--- config.mk ---
export PLATFORM = sky130hd
export DESIGN_NAME = pfcv_back_flat
export DESIGN_NICKNAME = d
export VERILOG_FILES = /design/src/hw/rtl/pfcv_pkg.sv /design/src/hw/rtl/pfcv_if.sv /design/src/hw/rtl/pfcv_back.sv /design/src/flat_wrapper.sv
export SDC_FILE = /design/constraint.sdc
export NUM_CORES = 2
export LEC_CHECK = 0
export ABC_AREA = 1
export CORE_UTILIZATION = 50
export DETAILED_ROUTE_END_ITERATION = 10
export DONT_BUFFER_PORTS = 1
export HOLD_SLACK_MARGIN = 0.02
export PLACE_DENSITY = 0.71
export SLEW_MARGIN = 0
export SYNTH_ARGS = -nofsm -noshare
export SYNTH_HDL_FRONTEND = slang
export SYNTH_SLANG_ARGS = --single-unit
--- constraint.sdc ---
create_clock -name clock -period 111.4 [get_ports clock]
set_clock_uncertainty 0.1 [all_clocks]
set_input_delay 5.57 -clock clock [delete_from_list [all_inputs] [get_ports clock]]
set_output_delay 5.57 -clock clock [all_outputs]
set_load 0.1 [all_outputs]
--- src/hw/rtl/pfcv_pkg.sv ---
// Package for the pose frame conversion block: shared types and constants.
// Used by the interfaces' users, the front, queue, divider, back and top level.
package pfcv_pkg;

   typedef logic signed [32:0] wide_type;
   typedef logic signed [31:0] word_type;

   // One classified sample, handed from the front to the back.
   typedef struct packed {
      wide_type [3:0] enu_vec;   // (qz+qx, qx-qz, qw+qy, qw-qy)
      wide_type [3:0] ned_vec;   // (qx, qz, -qy, qw)
      word_type [2:0] enu_pos;   // east, north, up
      word_type [2:0] ned_pos;   // north, east, down
      wide_type [2:0] diff;      // ENU position minus previous ENU position
      logic [47:0]    dt;
      logic           valid;
   } job_type;

   localparam logic DIV_MODE_QUAT = 1'b0;
   localparam logic DIV_MODE_VEL  = 1'b1;

   typedef struct packed {
      logic        start;
      logic        mode;
      logic [63:0] num;
      logic [47:0] den;
   } div_req_type;

   typedef struct packed {
      logic        done;
      logic [32:0] quot;
   } div_rsp_type;

   localparam logic [31:0] Q30_ONE   = 32'h4000_0000;
   localparam logic [32:0] US_PER_S  = 33'd1000000;
   localparam logic [31:0] WORD_MAX  = 32'h7FFF_FFFF;
   localparam logic [31:0] WORD_MIN  = 32'h8000_0000;

endpackage

--- src/hw/rtl/pfcv_if.sv ---


interface pfcv_rsp_if;
   logic        valid;
   logic        ready;
   logic        frame;
   logic signed [31:0] out_x;
   logic signed [31:0] out_y;
   logic signed [31:0] out_z;
   logic signed [31:0] orient_x;
   logic signed [31:0] orient_y;
   logic signed [31:0] orient_z;
   logic signed [31:0] orient_w;
   logic signed [31:0] vel_x;
   logic signed [31:0] vel_y;
   logic signed [31:0] vel_z;
   logic        vel_valid;
   modport source (output valid, frame, out_x, out_y, out_z, orient_x, orient_y,
                   orient_z, orient_w, vel_x, vel_y, vel_z, vel_valid, input ready);
   modport sink   (input valid, frame, out_x, out_y, out_z, orient_x, orient_y,
                   orient_z, orient_w, vel_x, vel_y, vel_z, vel_valid, output ready);
endinterface

--- src/hw/rtl/pfcv_back.sv ---
// Back of the pose frame conversion block: normalizes both quaternions,
// computes the velocity and drives the result register. Uses pfcv_pkg.
module pfcv_back
   import pfcv_pkg::*;
(
   input  logic        clock,
   input  logic        reset,
   input  logic        queue_empty,
   input  job_type     queue_job,
   output logic        pop,
   output div_req_type div_req,
   input  div_rsp_type div_rsp,
   pfcv_rsp_if.source  rsp
);

   localparam logic [3:0] S_IDLE   = 4'd0;
   localparam logic [3:0] S_NLOAD  = 4'd1;
   localparam logic [3:0] S_NSHIFT = 4'd2;
   localparam logic [3:0] S_SQMUL  = 4'd3;
   localparam logic [3:0] S_SQACC  = 4'd4;
   localparam logic [3:0] S_SQRT   = 4'd5;
   localparam logic [3:0] S_QDIV   = 4'd6;
   localparam logic [3:0] S_QWAIT  = 4'd7;
   localparam logic [3:0] S_VMUL   = 4'd8;
   localparam logic [3:0] S_VADD   = 4'd9;
   localparam logic [3:0] S_VDIV   = 4'd10;
   localparam logic [3:0] S_VWAIT  = 4'd11;
   localparam logic [3:0] S_EMIT   = 4'd12;

   logic [3:0]        state_ff, state_in;
   job_type           job_ff, job_in;
   logic              frame_ff, frame_in;
   logic [1:0]        idx_ff, idx_in;
   logic [3:0][32:0]  m_ff, m_in;
   logic [3:0]        neg_ff, neg_in;
   logic [59:0]       prod_ff, prod_in;
   logic [61:0]       acc_ff, acc_in;
   logic [61:0]       sq_s_ff, sq_s_in;
   logic [33:0]       sq_rem_ff, sq_rem_in;
   logic [30:0]       root_ff, root_in;
   logic [4:0]        sq_cnt_ff, sq_cnt_in;
   logic [3:0][31:0]  orient_ff, orient_in;
   logic [2:0][31:0]  vel_ff, vel_in;
   logic              vneg_ff, vneg_in;
   logic [53:0]       num_ff, num_in;

   logic              rsp_valid_ff, rsp_valid_in;
   logic              r_frame_ff, r_frame_in, r_vv_ff, r_vv_in;
   logic [2:0][31:0]  r_pos_ff, r_pos_in;
   logic [3:0][31:0]  r_orient_ff, r_orient_in;
   logic [2:0][31:0]  r_vel_ff, r_vel_in;

   wide_type          vsel;
   logic [32:0]       m_or;
   logic [32:0]       mul_a, mul_b;
   logic [65:0]       mul_p;
   logic [33:0]       sq_sh, sq_trial;
   logic [32:0]       dmag;
   logic              out_free;
   logic              vel_on;

   assign out_free     = !rsp_valid_ff || rsp.ready;
   assign mul_p        = mul_a * mul_b;
   assign rsp.valid    = rsp_valid_ff;
   assign rsp.frame    = r_frame_ff;
   assign rsp.out_x    = r_pos_ff[0];
   assign rsp.out_y    = r_pos_ff[1];
   assign rsp.out_z    = r_pos_ff[2];
   assign rsp.orient_x = r_orient_ff[0];
   assign rsp.orient_y = r_orient_ff[1];
   assign rsp.orient_z = r_orient_ff[2];
   assign rsp.orient_w = r_orient_ff[3];
   assign rsp.vel_x    = r_vel_ff[0];
   assign rsp.vel_y    = r_vel_ff[1];
   assign rsp.vel_z    = r_vel_ff[2];
   assign rsp.vel_valid = r_vv_ff;

   always_comb begin
      state_in   = state_ff;
      job_in     = job_ff;
      frame_in   = frame_ff;
      idx_in     = idx_ff;
      m_in       = m_ff;
      neg_in     = neg_ff;
      prod_in    = prod_ff;
      acc_in     = acc_ff;
      sq_s_in    = sq_s_ff;
      sq_rem_in  = sq_rem_ff;
      root_in    = root_ff;
      sq_cnt_in  = sq_cnt_ff;
      orient_in  = orient_ff;
      vel_in     = vel_ff;
      vneg_in    = vneg_ff;
      num_in     = num_ff;
      r_frame_in = r_frame_ff;
      r_vv_in    = r_vv_ff;
      r_pos_in   = r_pos_ff;
      r_orient_in = r_orient_ff;
      r_vel_in   = r_vel_ff;
      rsp_valid_in = rsp_valid_ff && !rsp.ready;
      pop        = 1'b0;
      div_req.start = 1'b0;
      div_req.mode  = DIV_MODE_QUAT;
      div_req.num   = 64'({m_ff[idx_ff][29:0], 30'd0}) + 64'(root_ff[30:1]);
      div_req.den   = 48'(root_ff);
      mul_a = m_ff[idx_ff];
      mul_b = m_ff[idx_ff];
      m_or  = m_ff[0] | m_ff[1] | m_ff[2] | m_ff[3];
      vsel  = frame_ff ? job_ff.ned_vec[idx_ff] : job_ff.enu_vec[idx_ff];
      sq_sh = {sq_rem_ff[31:0], sq_s_ff[61:60]};
      sq_trial = {1'b0, root_ff, 2'b01};
      dmag  = job_ff.diff[idx_ff][32] ? 33'(-job_ff.diff[idx_ff]) : 33'(job_ff.diff[idx_ff]);
      vel_on = !frame_ff && job_ff.valid;

      case (state_ff)
         S_IDLE: begin
            if (!queue_empty) begin
               pop      = 1'b1;
               job_in   = queue_job;
               frame_in = 1'b0;
               idx_in   = 2'd0;
               state_in = S_NLOAD;
            end
         end
         // Takes one component's magnitude and sign per cycle.
         S_NLOAD: begin
            m_in[idx_ff]   = vsel[32] ? 33'(-vsel) : 33'(vsel);
            neg_in[idx_ff] = vsel[32];
            idx_in = idx_ff + 2'd1;
            if (idx_ff == 2'd3) state_in = S_NSHIFT;
         end
         S_NSHIFT: begin
            idx_in = 2'd0;
            if (m_or == 33'd0) begin
               orient_in[0] = '0;
               orient_in[1] = '0;
               orient_in[2] = '0;
               orient_in[3] = Q30_ONE;
               state_in = vel_on ? S_VMUL : S_EMIT;
            end else if (m_or[32:30] != 3'd0) begin
               for (int i = 0; i < 4; i++) m_in[i] = {1'b0, m_ff[i][32:1]};
            end else if (!m_or[29]) begin
               for (int i = 0; i < 4; i++) m_in[i] = {m_ff[i][31:0], 1'b0};
            end else begin
               acc_in   = '0;
               state_in = S_SQMUL;
            end
         end
         S_SQMUL: begin
            prod_in  = mul_p[59:0];
            state_in = S_SQACC;
         end
         S_SQACC: begin
            acc_in = acc_ff + 62'(prod_ff);
            idx_in = idx_ff + 2'd1;
            if (idx_ff == 2'd3) begin
               sq_s_in   = acc_ff + 62'(prod_ff);
               sq_rem_in = '0;
               root_in   = '0;
               sq_cnt_in = '0;
               state_in  = S_SQRT;
            end else begin
               state_in = S_SQMUL;
            end
         end
         // Integer square root, two radicand bits per cycle.
         S_SQRT: begin
            sq_s_in = {sq_s_ff[59:0], 2'b00};
            if (sq_sh >= sq_trial) begin
               sq_rem_in = sq_sh - sq_trial;
               root_in   = {root_ff[29:0], 1'b1};
            end else begin
               sq_rem_in = sq_sh;
               root_in   = {root_ff[29:0], 1'b0};
            end
            sq_cnt_in = sq_cnt_ff + 5'd1;
            if (sq_cnt_ff == 5'd30) begin
               idx_in   = 2'd0;
               state_in = S_QDIV;
            end
         end
         S_QDIV: begin
            div_req.start = 1'b1;
            state_in = S_QWAIT;
         end
         S_QWAIT: begin
            if (div_rsp.done) begin
               orient_in[idx_ff] = neg_ff[idx_ff] ? 32'(-div_rsp.quot)
                                                  : div_rsp.quot[31:0];
               idx_in = idx_ff + 2'd1;
               if (idx_ff == 2'd3) begin
                  idx_in   = 2'd0;
                  state_in = vel_on ? S_VMUL : S_EMIT;
               end else begin
                  state_in = S_QDIV;
               end
            end
         end
         S_VMUL: begin
            mul_a    = dmag;
            mul_b    = US_PER_S;
            prod_in  = mul_p[59:0];
            vneg_in  = job_ff.diff[idx_ff][32];
            state_in = S_VADD;
         end
         S_VADD: begin
            // Half the divisor is added so that truncation rounds to nearest.
            num_in   = prod_ff[53:0] + 54'(job_ff.dt[47:1]);
            state_in = S_VDIV;
         end
         S_VDIV: begin
            div_req.mode = DIV_MODE_VEL;
            div_req.num  = 64'(num_ff);
            div_req.den  = job_ff.dt;
            if ({27'd0, num_ff[53:33]} >= job_ff.dt) begin
               // Quotient of 2^33 or more saturates without a division.
               vel_in[idx_ff] = vneg_ff ? WORD_MIN : WORD_MAX;
               idx_in   = idx_ff + 2'd1;
               state_in = (idx_ff == 2'd2) ? S_EMIT : S_VMUL;
            end else begin
               div_req.start = 1'b1;
               state_in = S_VWAIT;
            end
         end
         S_VWAIT: begin
            div_req.mode = DIV_MODE_VEL;
            div_req.num  = 64'(num_ff);
            div_req.den  = job_ff.dt;
            if (div_rsp.done) begin
               if (vneg_ff) begin
                  vel_in[idx_ff] = (div_rsp.quot > 33'h0_8000_0000) ? WORD_MIN
                                                                   : 32'(-div_rsp.quot);
               end else begin
                  vel_in[idx_ff] = (div_rsp.quot > 33'h0_7FFF_FFFF) ? WORD_MAX
                                                                   : div_rsp.quot[31:0];
               end
               idx_in   = idx_ff + 2'd1;
               state_in = (idx_ff == 2'd2) ? S_EMIT : S_VMUL;
            end
         end
         S_EMIT: begin
            if (out_free) begin
               rsp_valid_in = 1'b1;
               r_frame_in   = frame_ff;
               r_vv_in      = vel_on;
               r_pos_in     = frame_ff ? job_ff.ned_pos : job_ff.enu_pos;
               r_orient_in  = orient_ff;
               for (int i = 0; i < 3; i++) r_vel_in[i] = vel_on ? vel_ff[i] : 32'd0;
               idx_in = 2'd0;
               if (!frame_ff) begin
                  frame_in = 1'b1;
                  state_in = S_NLOAD;
               end else begin
                  state_in = S_IDLE;
               end
            end
         end
         default: state_in = S_IDLE;
      endcase
   end

   always_ff @(posedge clock) begin
      job_ff      <= job_in;
      frame_ff    <= frame_in;
      idx_ff      <= idx_in;
      m_ff        <= m_in;
      neg_ff      <= neg_in;
      prod_ff     <= prod_in;
      acc_ff      <= acc_in;
      sq_s_ff     <= sq_s_in;
      sq_rem_ff   <= sq_rem_in;
      root_ff     <= root_in;
      sq_cnt_ff   <= sq_cnt_in;
      orient_ff   <= orient_in;
      vel_ff      <= vel_in;
      vneg_ff     <= vneg_in;
      num_ff      <= num_in;
      r_frame_ff  <= r_frame_in;
      r_vv_ff     <= r_vv_in;
      r_pos_ff    <= r_pos_in;
      r_orient_ff <= r_orient_in;
      r_vel_ff    <= r_vel_in;
      if (reset) begin
         state_ff     <= S_IDLE;
         rsp_valid_ff <= 1'b0;
      end else begin
         state_ff     <= state_in;
         rsp_valid_ff <= rsp_valid_in;
      end
   end

endmodule

--- src/flat_wrapper.sv ---
// flat-port wrapper written by rule: the top's interface ports become plain ports
module pfcv_back_flat import pfcv_pkg::*;
  (clock, reset, queue_empty, queue_job, pop, div_req, div_rsp, rsp_valid, rsp_frame, rsp_out_x, rsp_out_y, rsp_out_z, rsp_orient_x, rsp_orient_y, rsp_orient_z, rsp_orient_w, rsp_vel_x, rsp_vel_y, rsp_vel_z, rsp_vel_valid, rsp_ready);
  pfcv_rsp_if rsp_i ();
  input  logic clock;
  input  logic reset;
  input  logic queue_empty;
  input  job_type queue_job;
  output logic pop;
  output div_req_type div_req;
  input  div_rsp_type div_rsp;
  output wire logic [$bits(rsp_i.valid)-1:0] rsp_valid;
  output wire logic [$bits(rsp_i.frame)-1:0] rsp_frame;
  output wire logic [$bits(rsp_i.out_x)-1:0] rsp_out_x;
  output wire logic [$bits(rsp_i.out_y)-1:0] rsp_out_y;
  output wire logic [$bits(rsp_i.out_z)-1:0] rsp_out_z;
  output wire logic [$bits(rsp_i.orient_x)-1:0] rsp_orient_x;
  output wire logic [$bits(rsp_i.orient_y)-1:0] rsp_orient_y;
  output wire logic [$bits(rsp_i.orient_z)-1:0] rsp_orient_z;
  output wire logic [$bits(rsp_i.orient_w)-1:0] rsp_orient_w;
  output wire logic [$bits(rsp_i.vel_x)-1:0] rsp_vel_x;
  output wire logic [$bits(rsp_i.vel_y)-1:0] rsp_vel_y;
  output wire logic [$bits(rsp_i.vel_z)-1:0] rsp_vel_z;
  output wire logic [$bits(rsp_i.vel_valid)-1:0] rsp_vel_valid;
  input wire logic [$bits(rsp_i.ready)-1:0] rsp_ready;
  assign rsp_valid = rsp_i.valid;
  assign rsp_frame = rsp_i.frame;
  assign rsp_out_x = rsp_i.out_x;
  assign rsp_out_y = rsp_i.out_y;
  assign rsp_out_z = rsp_i.out_z;
  assign rsp_orient_x = rsp_i.orient_x;
  assign rsp_orient_y = rsp_i.orient_y;
  assign rsp_orient_z = rsp_i.orient_z;
  assign rsp_orient_w = rsp_i.orient_w;
  assign rsp_vel_x = rsp_i.vel_x;
  assign rsp_vel_y = rsp_i.vel_y;
  assign rsp_vel_z = rsp_i.vel_z;
  assign rsp_vel_valid = rsp_i.vel_valid;
  assign rsp_i.ready = rsp_ready;
  pfcv_back u_core (.clock(clock), .reset(reset), .queue_empty(queue_empty), .queue_job(queue_job), .pop(pop), .div_req(div_req), .div_rsp(div_rsp), .rsp(rsp_i));
endmodule
==> reports/metrics.cfg <==
[worst_setup_path]
crit_chain=nor3_2 -> buf_4 -> buf_16
reg2reg_depth=31
start_kind=input pin
max_stage_delay_ps=330
endpoint=pop
slowest_stage=buf_4
r2r-end=u_core.prod_ff[42]
end_kind=output port
rr_startpoint=u_core.idx_ff[0]
cp_max_fo=10
crit_start=queue_empty
required_ps=105730
arrival_ps=6390
r2r_slack_ps=100260
crit_type=in2out

[synth]
synth_cell_type_count=61
synthArstFlopShare=0
synth_ff_type=edfxtp_1
synth_seq_area_share=0.427
netlist_area_um2=112000
avgSynthCellArea_um2=9.17
synth_edf_count=1596
synth_cells=12300
yosysWarnings=0
ys_ff_latch=1601

[finish]
drive_above_1_share=0.0511
n_fill_cell=19900
nets=14200
areaGrowthSynthToFinish_pct=8.27
post-route-util=0.546

[timing]
relSlewSlack=0.103
rsz0062_at_grt=false
fmax_ghz=0.0829
slew_violations=0
worst_pin_slew_ps=1350
setup_tns_ps=0
setup_violations=0
min_period_ps=12060
hold_viol_final=0
timing.final.crit_share=0.108

[grt]
grt_pass1_vias=86200
antenna_found_initial=110
grt_max_degree=164
globalRouteOverflowTotal=0
grt_pass1_wl_um=588000
grt_util_all_layers=0.358

[floorplan]
rows=173
die_w_um=476
core_um2=223000
ioPinCount=1080
start_util=0.504
die_h_um=476
die-area_um2=227000

[clock_tree]
insertion_delay_ps=860
root_buffer=clkbuf_16
cts_hold_buf=0
cts.repair.resized=0
h-tree-depth=4
clockBufferDepth=3
cts_setup_buffers=0
numCtsBuffers=171
clk_pin_slew_ps=60
tritoncts=done
cts.sinks=1601

[drt]
drt_wl_total_um=411000
vias=88100
wl_per_cell_um=26.8
vias_per_cell=5.73
drc=0
drtIter0Drc=9935
drt_first_pass_iters=6
final_antenna_net_count=0

[run]
maxCapViolations=0

[placement]
dpl.hpwl_um=321000
place.gp.congestion=1.04
portBuffers=0

[hold_path]
hp-class=reg2reg

[status]
status=finished, final reports clean

## cell type report
cell class | instances | area, um^2 | area share
diodes | 97 | 243 | 0.00199
clock buffers | 208 | 4460 | 0.0366
clock inverters | 106 | 1190 | 0.00974
inverters | 2259 | 8500 | 0.0698
multi-input cells | 7968 | 54300 | 0.446
flip-flops and latches | 1601 | 48000 | 0.395
well taps | 2975 | 3720 | 0.0306
repair buffers | 165 | 1310 | 0.0108
## synth_stat cells (6+ instances only)
master    number  area share
nand4_1       77      0.0043
nor4_1        18      0.0010
nand2_2       20      0.0011
nor2_4         7     0.00070
inv_1       2216       0.074
clkbuf_1     221      0.0074
or2_2          7     0.00039
nor2_1      1630       0.054
a31oi_1       56      0.0031
a22o_1        10     0.00078
xor2_1       123      0.0096
buf_4         35      0.0023
nand3b_1      14     0.00093
nand3_1      518       0.023
buf_1         27     0.00090
ha_1         397       0.044
o211ai_1      79      0.0053
and3_1         9     0.00050
and2_1         6     0.00033
o21a_1        10     0.00067
a21oi_1      351       0.016
nand2_1     2645       0.088
nor2_2        28      0.0016
o22ai_1       82      0.0046
a21o_1        29      0.0019
o21bai_1      38      0.0025
o21ai_1       68      0.0030
o21ai_2        6     0.00047
a22oi_1       85      0.0057
buf_6         22      0.0022
o221ai_1       6     0.00047
a21oi_2        6     0.00047
clkinv_1      11     0.00037
buf_2        125      0.0056
fa_1         945        0.17
nor3_1        53      0.0024
a21boi_0      11     0.00073
inv_2         31      0.0010
edfxtp_1    1596        0.43
xnor2_1       88      0.0069
o21ai_0      507       0.023
## layout by cell type (no fill, tap or decap), types with 18 or more instances in the layout
master / count
xor2_1: 123
fa_1: 945
nand2_1: 2640
nand3_1: 518
diode_2: 97
inv_2: 32
a21o_1: 29
xnor2_1: 88
o21ai_1: 70
nand2_2: 24
nor4_1: 18
buf_4: 160
clkbuf_1: 35
edfxtp_1: 1596
o211ai_1: 79
o21ai_0: 449
o21bai_1: 38
inv_1: 2211
ha_1: 394
a22oi_1: 85
nor2_1: 1593
clkinv_1: 57
nor3_1: 51
o22ai_1: 82
nor2_2: 56
clkbuf_16: 173
nand4_1: 77
clkinv_2: 19
a21oi_1: 344
o21ai_2: 61
a31oi_1: 56
## metal layers
| layer | routed length (um) | vias to the layer above | global-route usage |
|---|---|---|---|
| li1 | - | 38900 | - |
| met1 | 156000 | 43000 | 0.456 |
| met2 | 187000 | 5125 | 0.556 |
| met3 | 40800 | 1043 | 0.0836 |
| met4 | 27700 | 28 | 0.214 |
| met5 | 198 | - | 0 |
## state kept, by name (all words and copies together), names as in the netlist, 5 cells and up
register and cells:
u_core.rsp.vel_z 32, u_core.rsp.orient_w 32, u_core.rsp.out_z 32, u_core.num_ff 54
u_core.rsp.orient_y 32, u_core.rsp.out_y 32, u_core.rsp.vel_y 32, u_core.acc_ff 62
u_core.vel_ff 96, u_core.prod_ff 60, u_core.orient_ff 128, u_core.root_ff 31
u_core.rsp.vel_x 32, u_core.job_ff 604, u_core.m_ff 132, u_core.sq_s_ff 62
u_core.rsp.orient_x 32, u_core.sq_cnt_ff 5, u_core.rsp.orient_z 32, u_core.rsp.out_x 32
u_core.sq_rem_ff 32
## worst max-delay path, delay by kind of cell
kind	cells	cell delay [ps]
buffers and inverters	2	580
and+or+nand+nor	1	210
## metrics by stage
stage | setup slack, ps | cell area, um^2 | hold WS, ps | std cells
CTS | 99320 | 121000 | 341 | 15300
finish | 99340 | 122000 | 334 | 15400
global route | 99310 | 122000 | 350 | 15300
detailed placement | 99330 | 116000 | 328 | 15000
global placement | 99330 | 116000 | 333 | 15000
floorplan | 56830 | 112000 | 321 | 12300
## cell families after synthesis
family,count (synthesis),share of synthesized area
flops,1601,0.427
fa+ha+maj,1342,0.212
simple gates,5044,0.180
other cells,1,0.0000334
xor+xnor,212,0.0166
buf+inv,2692,0.0943
compound gates,1365,0.0697
## how the worst min path moves through the flow
stage / slack (ps) / startpoint / cells after the start / endpoint
detailed placement: 330 / u_core.orient_ff[36] / 0 / u_core.rsp.orient_y[4]
global placement: 330 / u_core.orient_ff[36] / 0 / u_core.rsp.orient_y[4]
global route: 350 / u_core.orient_ff[44] / 0 / u_core.rsp.orient_y[12]
CTS: 340 / u_core.orient_ff[36] / 0 / u_core.rsp.orient_y[4]
floorplan: 320 / u_core.frame_ff / 0 / u_core.rsp.frame
finish: 330 / u_core.orient_ff[44] / 0 / u_core.rsp.orient_y[12]
Power is not shown: default switching activity piles up to over one toggle a cycle in this logic, so the estimate is an artifact.
